==> config.mk <==
export PLATFORM = sky130hd
export DESIGN_NAME = seeded_index_shuffle_core
export DESIGN_NICKNAME = d
export VERILOG_FILES = /design/src/sv/sis_pkg.sv /design/src/sv/seeded_index_shuffle_core.sv /design/src/sv/sis_ram.sv /design/src/sv/sis_mod.sv
export SDC_FILE = /design/constraint.sdc
export NUM_CORES = 1
export LEC_CHECK = 0
export BUFFER_PORTS_ARGS = -buffer_cell sky130_fd_sc_hd__buf_2
export CORE_MARGIN = 5
export CORE_UTILIZATION = 60
export CTS_CLUSTER_DIAMETER = 150
export CTS_CLUSTER_SIZE = 16
export DETAILED_ROUTE_END_ITERATION = 16
export PLACE_DENSITY = 0.82
export SLEW_MARGIN = 0
export SYNTH_ARGS = -nofsm -noshare
export SYNTH_HDL_FRONTEND = slang
export SYNTH_SLANG_ARGS = --single-unit
==> constraint.sdc <==
create_clock -name clk_i -period 3.4 [get_ports clk_i]
set_input_delay 0.68 -clock clk_i [delete_from_list [all_inputs] [get_ports clk_i]]
set_output_delay 0.68 -clock clk_i [all_outputs]
set_load 0.1 [all_outputs]
==> src/sv/sis_pkg.sv <==
// Shared types, codes and the generator step of the seeded index shuffle core.
// No dependencies; imported by seeded_index_shuffle_core and sis_mod.
package sis_pkg;

  localparam logic [1:0] MODE_DEFINE  = 2'd0;
  localparam logic [1:0] MODE_SHUFFLE = 2'd1;
  localparam logic [1:0] MODE_CLEAR   = 2'd2;

  localparam logic [2:0] STATUS_OK       = 3'd0;
  localparam logic [2:0] STATUS_DISABLED = 3'd1;
  localparam logic [2:0] STATUS_LOCKED   = 3'd2;
  localparam logic [2:0] STATUS_DONE     = 3'd3;
  localparam logic [2:0] STATUS_TOO_FEW  = 3'd4;

  localparam logic [1:0] REG_SEED   = 2'd0;
  localparam logic [1:0] REG_ENABLE = 2'd1;
  localparam logic [1:0] REG_LOCKED = 2'd2;

  localparam logic [31:0] GOLDEN_MIX = 32'h9e37_79b9;
  localparam int unsigned XS_SHIFT_A = 13;
  localparam int unsigned XS_SHIFT_B = 17;
  localparam int unsigned XS_SHIFT_C = 5;

  localparam int unsigned GEN_W = 32;
  localparam int unsigned ID_W  = 4;

  typedef enum logic [9:0] {
    ST_IDLE     = 10'b00_0000_0001,
    ST_REPLY    = 10'b00_0000_0010,
    ST_COLLECT  = 10'b00_0000_0100,
    ST_GEN      = 10'b00_0000_1000,
    ST_DIV      = 10'b00_0001_0000,
    ST_RD_J     = 10'b00_0010_0000,
    ST_WR_I     = 10'b00_0100_0000,
    ST_WR_J     = 10'b00_1000_0000,
    ST_OUT_RD   = 10'b01_0000_0000,
    ST_OUT_WAIT = 10'b10_0000_0000
  } sis_state_e;

  typedef struct packed {
    logic            last;
    logic            bad_flag;
    logic [2:0]      status;
    logic [ID_W-1:0] source_id;
    logic [ID_W-1:0] target_id;
  } sis_result_t;

  function automatic logic [GEN_W-1:0] xs_step(input logic [GEN_W-1:0] v);
    logic [GEN_W-1:0] t;
    t = v ^ (v << XS_SHIFT_A);
    t = t ^ (t >> XS_SHIFT_B);
    t = t ^ (t << XS_SHIFT_C);
    return t;
  endfunction

endpackage

==> src/sv/seeded_index_shuffle_core.sv <==
// Top level of the seeded index shuffle: location mask, one-time Fisher-Yates shuffle.
// Depends on sis_pkg, sis_ram (permutation and id list) and sis_mod (remainder unit).
//
//   channel   dir  handshake                 payload
//   s_axis    in   s_axis_tvalid/tready      tdata: mode, location_index
//   m_axis    out  m_axis_tvalid/tready      tdata: target_id, source_id; tuser; tlast
//   apb       in   psel/penable (pready=1)   seed, shuffle_enable, locked
//
// Define and clear items finish in ST_IDLE; refused shuffles reply through ST_REPLY.
// A shuffle of C ids scans the mask at one location per cycle, then does C-1 swaps:
// each swap waits on the bit-serial remainder unit and four permutation RAM accesses,
// and each result takes a RAM read and a load.
// A full result register stalls the sequencer until m_axis_tready frees it.
// Reset clears control state and flags; the RAMs are always written before they are read.
module seeded_index_shuffle_core #(
  parameter int unsigned NUM_LOCATIONS = 16
) (
  input  logic        clk_i,
  input  logic        rst_ni,
  input  logic        s_axis_tvalid,
  output logic        s_axis_tready,
  input  logic [7:0]  s_axis_tdata,   // [1:0] mode, [7:2] location_index
  output logic        m_axis_tvalid,
  input  logic        m_axis_tready,
  output logic [7:0]  m_axis_tdata,   // [3:0] target_id, [7:4] source_id
  output logic [3:0]  m_axis_tuser,   // [2:0] status, [3] bad_flag
  output logic        m_axis_tlast,
  input  logic        psel,
  input  logic        penable,
  input  logic        pwrite,
  input  logic [3:0]  paddr,
  input  logic [31:0] pwdata,
  output logic [31:0] prdata,
  output logic        pready
);
  import sis_pkg::*;

  localparam int unsigned IW = $clog2(NUM_LOCATIONS);
  localparam int unsigned CW = $clog2(NUM_LOCATIONS + 1);
  localparam logic [5:0]  NUM_W = 6'(NUM_LOCATIONS);

  logic [30:0] seed_q;
  logic        enable_q;
  logic        locked_q;

  sis_state_e             state_q, state_d;
  logic [NUM_LOCATIONS-1:0] mask_q, mask_d;
  logic                   shuffled_q, shuffled_d;
  logic                   bad_q, bad_d;
  logic [GEN_W-1:0]       gen_q, gen_d;
  logic [CW-1:0]          count_q, count_d;
  logic [IW-1:0]          ptr_q, ptr_d;
  logic [IW-1:0]          j_q, j_d;
  logic [IW-1:0]          tmp_q, tmp_d;
  logic [2:0]             status_q, status_d;

  logic                   out_valid_q, out_valid_d;
  sis_result_t            out_q, out_d;
  logic                   out_free;

  logic [1:0]             in_mode;
  logic [5:0]             in_loc;
  logic                   in_fire;
  logic                   loc_ok;

  logic                   perm_we, perm_re;
  logic [IW-1:0]          perm_waddr, perm_raddr;
  logic [IW-1:0]          perm_wdata, perm_rdata;
  logic                   ids_we, ids_re;
  logic [IW-1:0]          ids_rdata;

  logic                   mod_start, mod_done;
  logic [CW-1:0]          mod_rem;
  logic [GEN_W-1:0]       gen_next;
  logic [4:0]             tgt_w, src_w;

  // configuration port
  always_ff @(posedge clk_i or negedge rst_ni) begin
    if (!rst_ni) begin
      seed_q   <= '0;
      enable_q <= 1'b0;
      locked_q <= 1'b0;
    end else if (psel && penable && pwrite) begin
      unique case (paddr[3:2])
        REG_SEED:   seed_q   <= pwdata[30:0];
        REG_ENABLE: enable_q <= pwdata[0];
        REG_LOCKED: locked_q <= pwdata[0];
        default: ;
      endcase
    end
  end

  always_comb begin
    unique case (paddr[3:2])
      REG_SEED:   prdata = {1'b0, seed_q};
      REG_ENABLE: prdata = {31'd0, enable_q};
      REG_LOCKED: prdata = {31'd0, locked_q};
      default:    prdata = '0;
    endcase
  end

  assign pready = 1'b1;

  assign in_mode       = s_axis_tdata[1:0];
  assign in_loc        = s_axis_tdata[7:2];
  assign s_axis_tready = (state_q == ST_IDLE);
  assign in_fire       = s_axis_tvalid && s_axis_tready;
  assign loc_ok        = !in_loc[5] && ({1'b0, in_loc[4:0]} < NUM_W);
  assign out_free      = !out_valid_q || m_axis_tready;
  assign gen_next      = xs_step(gen_q);
  assign tgt_w         = 5'(ids_rdata);
  assign src_w         = 5'(perm_rdata);

  always_comb begin
    state_d     = state_q;
    mask_d      = mask_q;
    shuffled_d  = shuffled_q;
    bad_d       = bad_q;
    gen_d       = gen_q;
    count_d     = count_q;
    ptr_d       = ptr_q;
    j_d         = j_q;
    tmp_d       = tmp_q;
    status_d    = status_q;
    out_valid_d = out_valid_q && !m_axis_tready;
    out_d       = out_q;
    perm_we     = 1'b0;
    perm_re     = 1'b0;
    perm_waddr  = count_q[IW-1:0];
    perm_wdata  = ptr_q;
    perm_raddr  = ptr_q;
    ids_we      = 1'b0;
    ids_re      = 1'b0;
    mod_start   = 1'b0;

    unique case (state_q)
      ST_IDLE: begin
        if (in_fire) begin
          case (in_mode)
            MODE_DEFINE: begin
              if (!locked_q) begin
                if (!loc_ok || shuffled_q) begin
                  bad_d = 1'b1;
                end else begin
                  mask_d[in_loc[IW-1:0]] = 1'b1;
                end
              end
            end
            MODE_SHUFFLE: begin
              if (locked_q) begin
                status_d = STATUS_LOCKED;
                state_d  = ST_REPLY;
              end else if (!enable_q) begin
                status_d = STATUS_DISABLED;
                state_d  = ST_REPLY;
              end else if (shuffled_q) begin
                status_d = STATUS_DONE;
                state_d  = ST_REPLY;
              end else begin
                count_d = '0;
                ptr_d   = '0;
                state_d = ST_COLLECT;
              end
            end
            MODE_CLEAR: begin
              mask_d     = '0;
              shuffled_d = 1'b0;
              bad_d      = 1'b0;
            end
            default: ;
          endcase
        end
      end
      ST_REPLY: begin
        if (out_free) begin
          out_valid_d     = 1'b1;
          out_d.target_id = '0;
          out_d.source_id = '0;
          out_d.status    = status_q;
          out_d.bad_flag  = bad_q;
          out_d.last      = 1'b1;
          state_d         = ST_IDLE;
        end
      end
      ST_COLLECT: begin
        if (mask_q[ptr_q]) begin
          perm_we = 1'b1;
          ids_we  = 1'b1;
          count_d = count_q + CW'(1);
        end
        ptr_d = ptr_q + IW'(1);
        if (ptr_q == IW'(NUM_LOCATIONS - 1)) begin
          if (count_d < CW'(2)) begin
            bad_d    = 1'b1;
            status_d = STATUS_TOO_FEW;
            state_d  = ST_REPLY;
          end else begin
            gen_d   = {1'b0, seed_q} ^ GOLDEN_MIX;
            ptr_d   = IW'(count_d - CW'(1));
            state_d = ST_GEN;
          end
        end
      end
      ST_GEN: begin
        gen_d     = gen_next;
        mod_start = 1'b1;
        perm_re   = 1'b1;
        state_d   = ST_DIV;
      end
      ST_DIV: begin
        if (mod_done) begin
          tmp_d   = perm_rdata;
          j_d     = IW'(mod_rem);
          state_d = ST_RD_J;
        end
      end
      ST_RD_J: begin
        perm_re    = 1'b1;
        perm_raddr = j_q;
        state_d    = ST_WR_I;
      end
      ST_WR_I: begin
        perm_we    = 1'b1;
        perm_waddr = ptr_q;
        perm_wdata = perm_rdata;
        state_d    = ST_WR_J;
      end
      ST_WR_J: begin
        perm_we    = 1'b1;
        perm_waddr = j_q;
        perm_wdata = tmp_q;
        if (ptr_q == IW'(1)) begin
          ptr_d   = '0;
          state_d = ST_OUT_RD;
        end else begin
          ptr_d   = ptr_q - IW'(1);
          state_d = ST_GEN;
        end
      end
      ST_OUT_RD: begin
        perm_re = 1'b1;
        ids_re  = 1'b1;
        state_d = ST_OUT_WAIT;
      end
      ST_OUT_WAIT: begin
        if (out_free) begin
          out_valid_d     = 1'b1;
          out_d.target_id = tgt_w[ID_W-1:0];
          out_d.source_id = src_w[ID_W-1:0];
          out_d.status    = STATUS_OK;
          out_d.bad_flag  = bad_q;
          out_d.last      = (CW'(ptr_q) == count_q - CW'(1));
          if (out_d.last) begin
            shuffled_d = 1'b1;
            state_d    = ST_IDLE;
          end else begin
            ptr_d   = ptr_q + IW'(1);
            state_d = ST_OUT_RD;
          end
        end
      end
      default: state_d = ST_IDLE;
    endcase
  end

  always_ff @(posedge clk_i or negedge rst_ni) begin
    if (!rst_ni) begin
      state_q     <= ST_IDLE;
      mask_q      <= '0;
      shuffled_q  <= 1'b0;
      bad_q       <= 1'b0;
      gen_q       <= '0;
      count_q     <= '0;
      ptr_q       <= '0;
      status_q    <= STATUS_OK;
      out_valid_q <= 1'b0;
    end else begin
      state_q     <= state_d;
      mask_q      <= mask_d;
      shuffled_q  <= shuffled_d;
      bad_q       <= bad_d;
      gen_q       <= gen_d;
      count_q     <= count_d;
      ptr_q       <= ptr_d;
      status_q    <= status_d;
      out_valid_q <= out_valid_d;
    end
  end

  always_ff @(posedge clk_i) begin
    j_q   <= j_d;
    tmp_q <= tmp_d;
    out_q <= out_d;
  end

  sis_ram #(
    .WIDTH (IW),
    .DEPTH (NUM_LOCATIONS)
  ) u_perm_ram (
    .clk_i   (clk_i),
    .we_i    (perm_we),
    .waddr_i (perm_waddr),
    .wdata_i (perm_wdata),
    .re_i    (perm_re),
    .raddr_i (perm_raddr),
    .rdata_o (perm_rdata)
  );

  sis_ram #(
    .WIDTH (IW),
    .DEPTH (NUM_LOCATIONS)
  ) u_ids_ram (
    .clk_i   (clk_i),
    .we_i    (ids_we),
    .waddr_i (count_q[IW-1:0]),
    .wdata_i (ptr_q),
    .re_i    (ids_re),
    .raddr_i (ptr_q),
    .rdata_o (ids_rdata)
  );

  sis_mod #(
    .DIV_W (CW)
  ) u_mod (
    .clk_i      (clk_i),
    .rst_ni     (rst_ni),
    .start_i    (mod_start),
    .dividend_i (gen_next),
    .divisor_i  (CW'(ptr_q) + CW'(1)),
    .done_o     (mod_done),
    .rem_o      (mod_rem)
  );

  assign m_axis_tvalid = out_valid_q;
  assign m_axis_tdata  = {out_q.source_id, out_q.target_id};
  assign m_axis_tuser  = {out_q.bad_flag, out_q.status};
  assign m_axis_tlast  = out_q.last;

endmodule

==> src/sv/sis_ram.sv <==
// Generic single-write, single-read RAM with a registered read port.
// No dependencies; holds the permutation and the ascending id list.
module sis_ram #(
  parameter int unsigned WIDTH = 4,
  parameter int unsigned DEPTH = 16
) (
  input  logic                     clk_i,
  input  logic                     we_i,
  input  logic [$clog2(DEPTH)-1:0] waddr_i,
  input  logic [WIDTH-1:0]         wdata_i,
  input  logic                     re_i,
  input  logic [$clog2(DEPTH)-1:0] raddr_i,
  output logic [WIDTH-1:0]         rdata_o
);

  logic [WIDTH-1:0] mem_q [DEPTH];
  logic [WIDTH-1:0] rdata_q;

  always_ff @(posedge clk_i) begin
    if (we_i) begin
      mem_q[waddr_i] <= wdata_i;
    end
    if (re_i) begin
      rdata_q <= mem_q[raddr_i];
    end
  end

  assign rdata_o = rdata_q;

endmodule

==> src/sv/sis_mod.sv <==
// Bit-serial remainder unit: dividend modulo a narrow divisor, one bit a cycle.
// Depends on sis_pkg for the generator width.
module sis_mod #(
  parameter int unsigned DIV_W = 6
) (
  input  logic                     clk_i,
  input  logic                     rst_ni,
  input  logic                     start_i,
  input  logic [sis_pkg::GEN_W-1:0] dividend_i,
  input  logic [DIV_W-1:0]         divisor_i,
  output logic                     done_o,
  output logic [DIV_W-1:0]         rem_o
);
  import sis_pkg::*;

  localparam int unsigned CNT_W = $clog2(GEN_W);

  logic                 busy_q, busy_d;
  logic                 done_q, done_d;
  logic [CNT_W-1:0]     cnt_q, cnt_d;
  logic [GEN_W-1:0]     dvd_q, dvd_d;
  logic [DIV_W-1:0]     div_q, div_d;
  logic [DIV_W-1:0]     rem_q, rem_d;
  logic [DIV_W:0]       trial;

  always_comb begin
    busy_d = busy_q;
    done_d = 1'b0;
    cnt_d  = cnt_q;
    dvd_d  = dvd_q;
    div_d  = div_q;
    rem_d  = rem_q;
    trial  = {rem_q, dvd_q[GEN_W-1]};
    if (start_i) begin
      busy_d = 1'b1;
      cnt_d  = '0;
      dvd_d  = dividend_i;
      div_d  = divisor_i;
      rem_d  = '0;
    end else if (busy_q) begin
      if (trial >= {1'b0, div_q}) begin
        rem_d = DIV_W'(trial - {1'b0, div_q});
      end else begin
        rem_d = DIV_W'(trial);
      end
      dvd_d = dvd_q << 1;
      cnt_d = cnt_q + CNT_W'(1);
      if (cnt_q == CNT_W'(GEN_W - 1)) begin
        busy_d = 1'b0;
        done_d = 1'b1;
      end
    end
  end

  always_ff @(posedge clk_i or negedge rst_ni) begin
    if (!rst_ni) begin
      busy_q <= 1'b0;
      done_q <= 1'b0;
      cnt_q  <= '0;
    end else begin
      busy_q <= busy_d;
      done_q <= done_d;
      cnt_q  <= cnt_d;
    end
  end

  always_ff @(posedge clk_i) begin
    dvd_q <= dvd_d;
    div_q <= div_d;
    rem_q <= rem_d;
  end

  assign done_o = done_q;
  assign rem_o  = rem_q;

endmodule

==> run metrics <==
Initial Util 61.3%; Startpoint Class flip-flop; Slew Limit Fails 0; Worst Setup Slack post-DPL 235 ps; average wire per standard cell 19.2 um; first-pass GRT wire length 52500 um; gr usage total 22.8%; CTS Hold Bufs 0; CP max FO 8; H-tree depth 1; Reg clk slew, reported paths 70 ps; initial antenna violation count 0; Final ANT Viol Nets 0; Syn Std Cell Area 0.0150 mm2; Core Area 0.0245 mm2; initial DRC count 895; peak supply drop 0.559 mV; clk root buf clkbuf_16; R2R depth 8; most common cell after layout, fill and taps aside edfxtp_1; row cnt 57; CTS tree yes; # port buffers 93; Final Hold Viols 0; Die Y 168 um; Cell variety after synth 73; Post-synth EDFFs 194; fraction of registers with async set/reset 36.2%; commonest cells after routing, fill and taps aside edfxtp_1, nand2_1, nor2_1, dfrtp_1, buf_2; Main synth FF type edfxtp_1; Area growth syn-to-layout 10.2%; unrepaired setup endpoints after global routing no; Die W 168 um; Mapped Cells 1250; Post-DP HPWL 22100 um; Critical Path AT 3400 ps; Setup Buffers After CTS 0; power share of the clock group 24.8%; Data required, critical path 3580 ps; Syn. warnings 0; switching share of power 33.5%; routed vias/inst 5.99; R2R Setup Slk 180 ps; R2R Path Start state_q[2]$_DFFE_PN0P_; power share of the sequential group 46.4%; pwr/cell area 623 mW/mm2; Worst setup EP type flip-flop; crit path to u_perm_ram.mem_q[0][3]$_DFFE_PP_; largest net degree at the start of global routing 74; WL final 32300 um; internal power 6.84 mW; Pre-Repair DR Iteration Count 5; grt ovf 0; area of the multi-input gates 0.00576 mm2; Hold Crit Class input pin to async pin; Post-CTS Resized 0; Final setup viols 0; period utilization 94.8%; reg2reg end u_perm_ram.mem_q[0][3]$_DFFE_PP_; Final WS setup 177 ps; CTS buffer count 23; leakage 6.64 nW; Peak Freq 310 MHz; fin nets 1403; Comb power frac 28.9%; I/O pins 99; number of global-route vias before repair 9872; clk_lat worst skew 530 ps; critical path class flip-flop to flip-flop; vias after detailed routing 10000; final core occ 67.6%; sequential fraction of the synthesis area 58.4%; fin cells 1677; CP startpoint state_q[2]$_DFFE_PN0P_; net count after synthesis 1317; drt drc 0; deepest clock path buffer count 3; fin crit period 3220 ps; routability cong. 0.922; switching power 3.45 mW; Placed Cells 1635; Avg Cell Area, Syn 12.0 um2; final clock skew 22.3 ps; status finished, final reports clean; n_diodes 0; share of layout cells above drive strength 1 18.3%; Hold WS 211 ps; Clock Sinks 312; max_slew headroom 36.5%; fillers 1737; die area 0.0283 mm2; sequential cell area 0.00876 mm2; #FFs+latches synth 312; Max-Cap Viols 0; Worst-Margin Slew 952 ps
-- power by group through the flow --
stage | Combinational [mW] | Sequential [mW] | Clock [mW]
global placement | 2.87 | 4.83 | 0
CTS | 2.98 | 4.77 | 2.58
finish | 2.97 | 4.77 | 2.55
detailed placement | 2.95 | 4.84 | 0
floorplan | 2.12 | 4.98 | 0
global route | 3.22 | 4.81 | 2.76
-- critical path: stages (launching register included) --
cell and delay, ps:
dfrtp_1 470, nor3_1 520, and2_1 260, and4b_1 430
nor2_1 220, nand2_1 160, nand2_1 100, or2_2 370
nor2_1 340
-- state kept, by name (all words and copies together) (netlist names), 3 cells and up --
signal / flops
count_q: 5
gen_q: 32
j_q: 4
m_axis_tdata: 8
m_axis_tuser: 4
mask_q: 16
ptr_q: 4
seed_q: 31
state_q: 10
status_q: 3
tmp_q: 4
u_ids_ram.mem_q: 64
u_ids_ram.rdata_o: 4
u_mod.cnt_q: 5
u_mod.div_q: 5
u_mod.dvd_q: 32
u_mod.rem_o: 5
u_perm_ram.mem_q: 64
u_perm_ram.rdata_o: 4
-- cell type report --
class | count | share of cell area [%]
Clock inverter | 2 | 0.106
Tap cell | 324 | 2.45
Clock buffer | 40 | 3.87
Multi-Input combinational cell | 818 | 34.9
Inverter | 49 | 1.11
Sequential cell | 312 | 53.0
Timing Repair Buffer | 132 | 4.60
-- synth_stat cells, types with 10 or more instances --
master / instances / area share (%)
o21ai_0: 57 / 1.9
a22oi_1: 14 / 0.70
nor2b_1: 10 / 0.42
xnor2_1: 57 / 3.3
and2_1: 44 / 1.8
dfrtp_1: 112 / 19
mux2i_1: 46 / 3.1
and3_1: 11 / 0.46
mux4_2: 29 / 4.4
ha_1: 15 / 1.3
xor2_1: 35 / 2.0
nor3_1: 21 / 0.70
edfxtp_1: 194 / 39
nand2_1: 118 / 3.0
inv_1: 46 / 1.2
a21oi_1: 44 / 1.5
clkbuf_1: 56 / 1.4
nand3_1: 36 / 1.2
nor2_1: 116 / 2.9
mux2_2: 30 / 2.3
-- layer usage --
metal  up-vias  GRT usage (%)  routed length, um
li1       4661              -                  -
met1      4944           33.7              13900
met2       395           37.2              15700
met3        47           2.25               1940
met4         0           5.08                648
met5         -              0                  0
-- kinds of logic (layout without fill, tap and decap cells) --
family	Yosys count	after routing	share of synthesized area [%]
buffers and inverters	120	223	3.29
AOI/OAI and AO/OA	201	201	9.04
other	2	2	0.0501
xor gates and xnor gates	92	92	5.37
and+or+nand+nor	401	401	12.7
DFF	312	312	58.4
adders and majority gates	16	16	1.39
muxes	106	106	9.77
-- how the worst min path moves through the flow --
stage,from,endpoint
after floorplan,rst_ni,bad_q$_DFFE_PN0P_
after global placement,bad_q$_DFFE_PN0P_,m_axis_tuser[3]$_DFFE_PP_
after detailed placement,bad_q$_DFFE_PN0P_,m_axis_tuser[3]$_DFFE_PP_
after CTS,rst_ni,mask_q[12]$_DFFE_PN0P_
after global routing,rst_ni,mask_q[12]$_DFFE_PN0P_
final,rst_ni,mask_q[15]$_DFFE_PN0P_
-- through the flow --
| stage | setup TNS, ps | total power [mW] | instance area (um2) |
|---|---|---|---|
| floorplan | -1200 | 7.09 | 15000 |
| global placement | 0 | 7.70 | 15900 |
| detailed placement | 0 | 7.79 | 15900 |
| CTS | 0 | 10.3 | 16500 |
| global route | 0 | 10.8 | 16500 |
| finish | 0 | 10.3 | 16500 |
No activity file was read; power rests on OpenSTA's default activity.
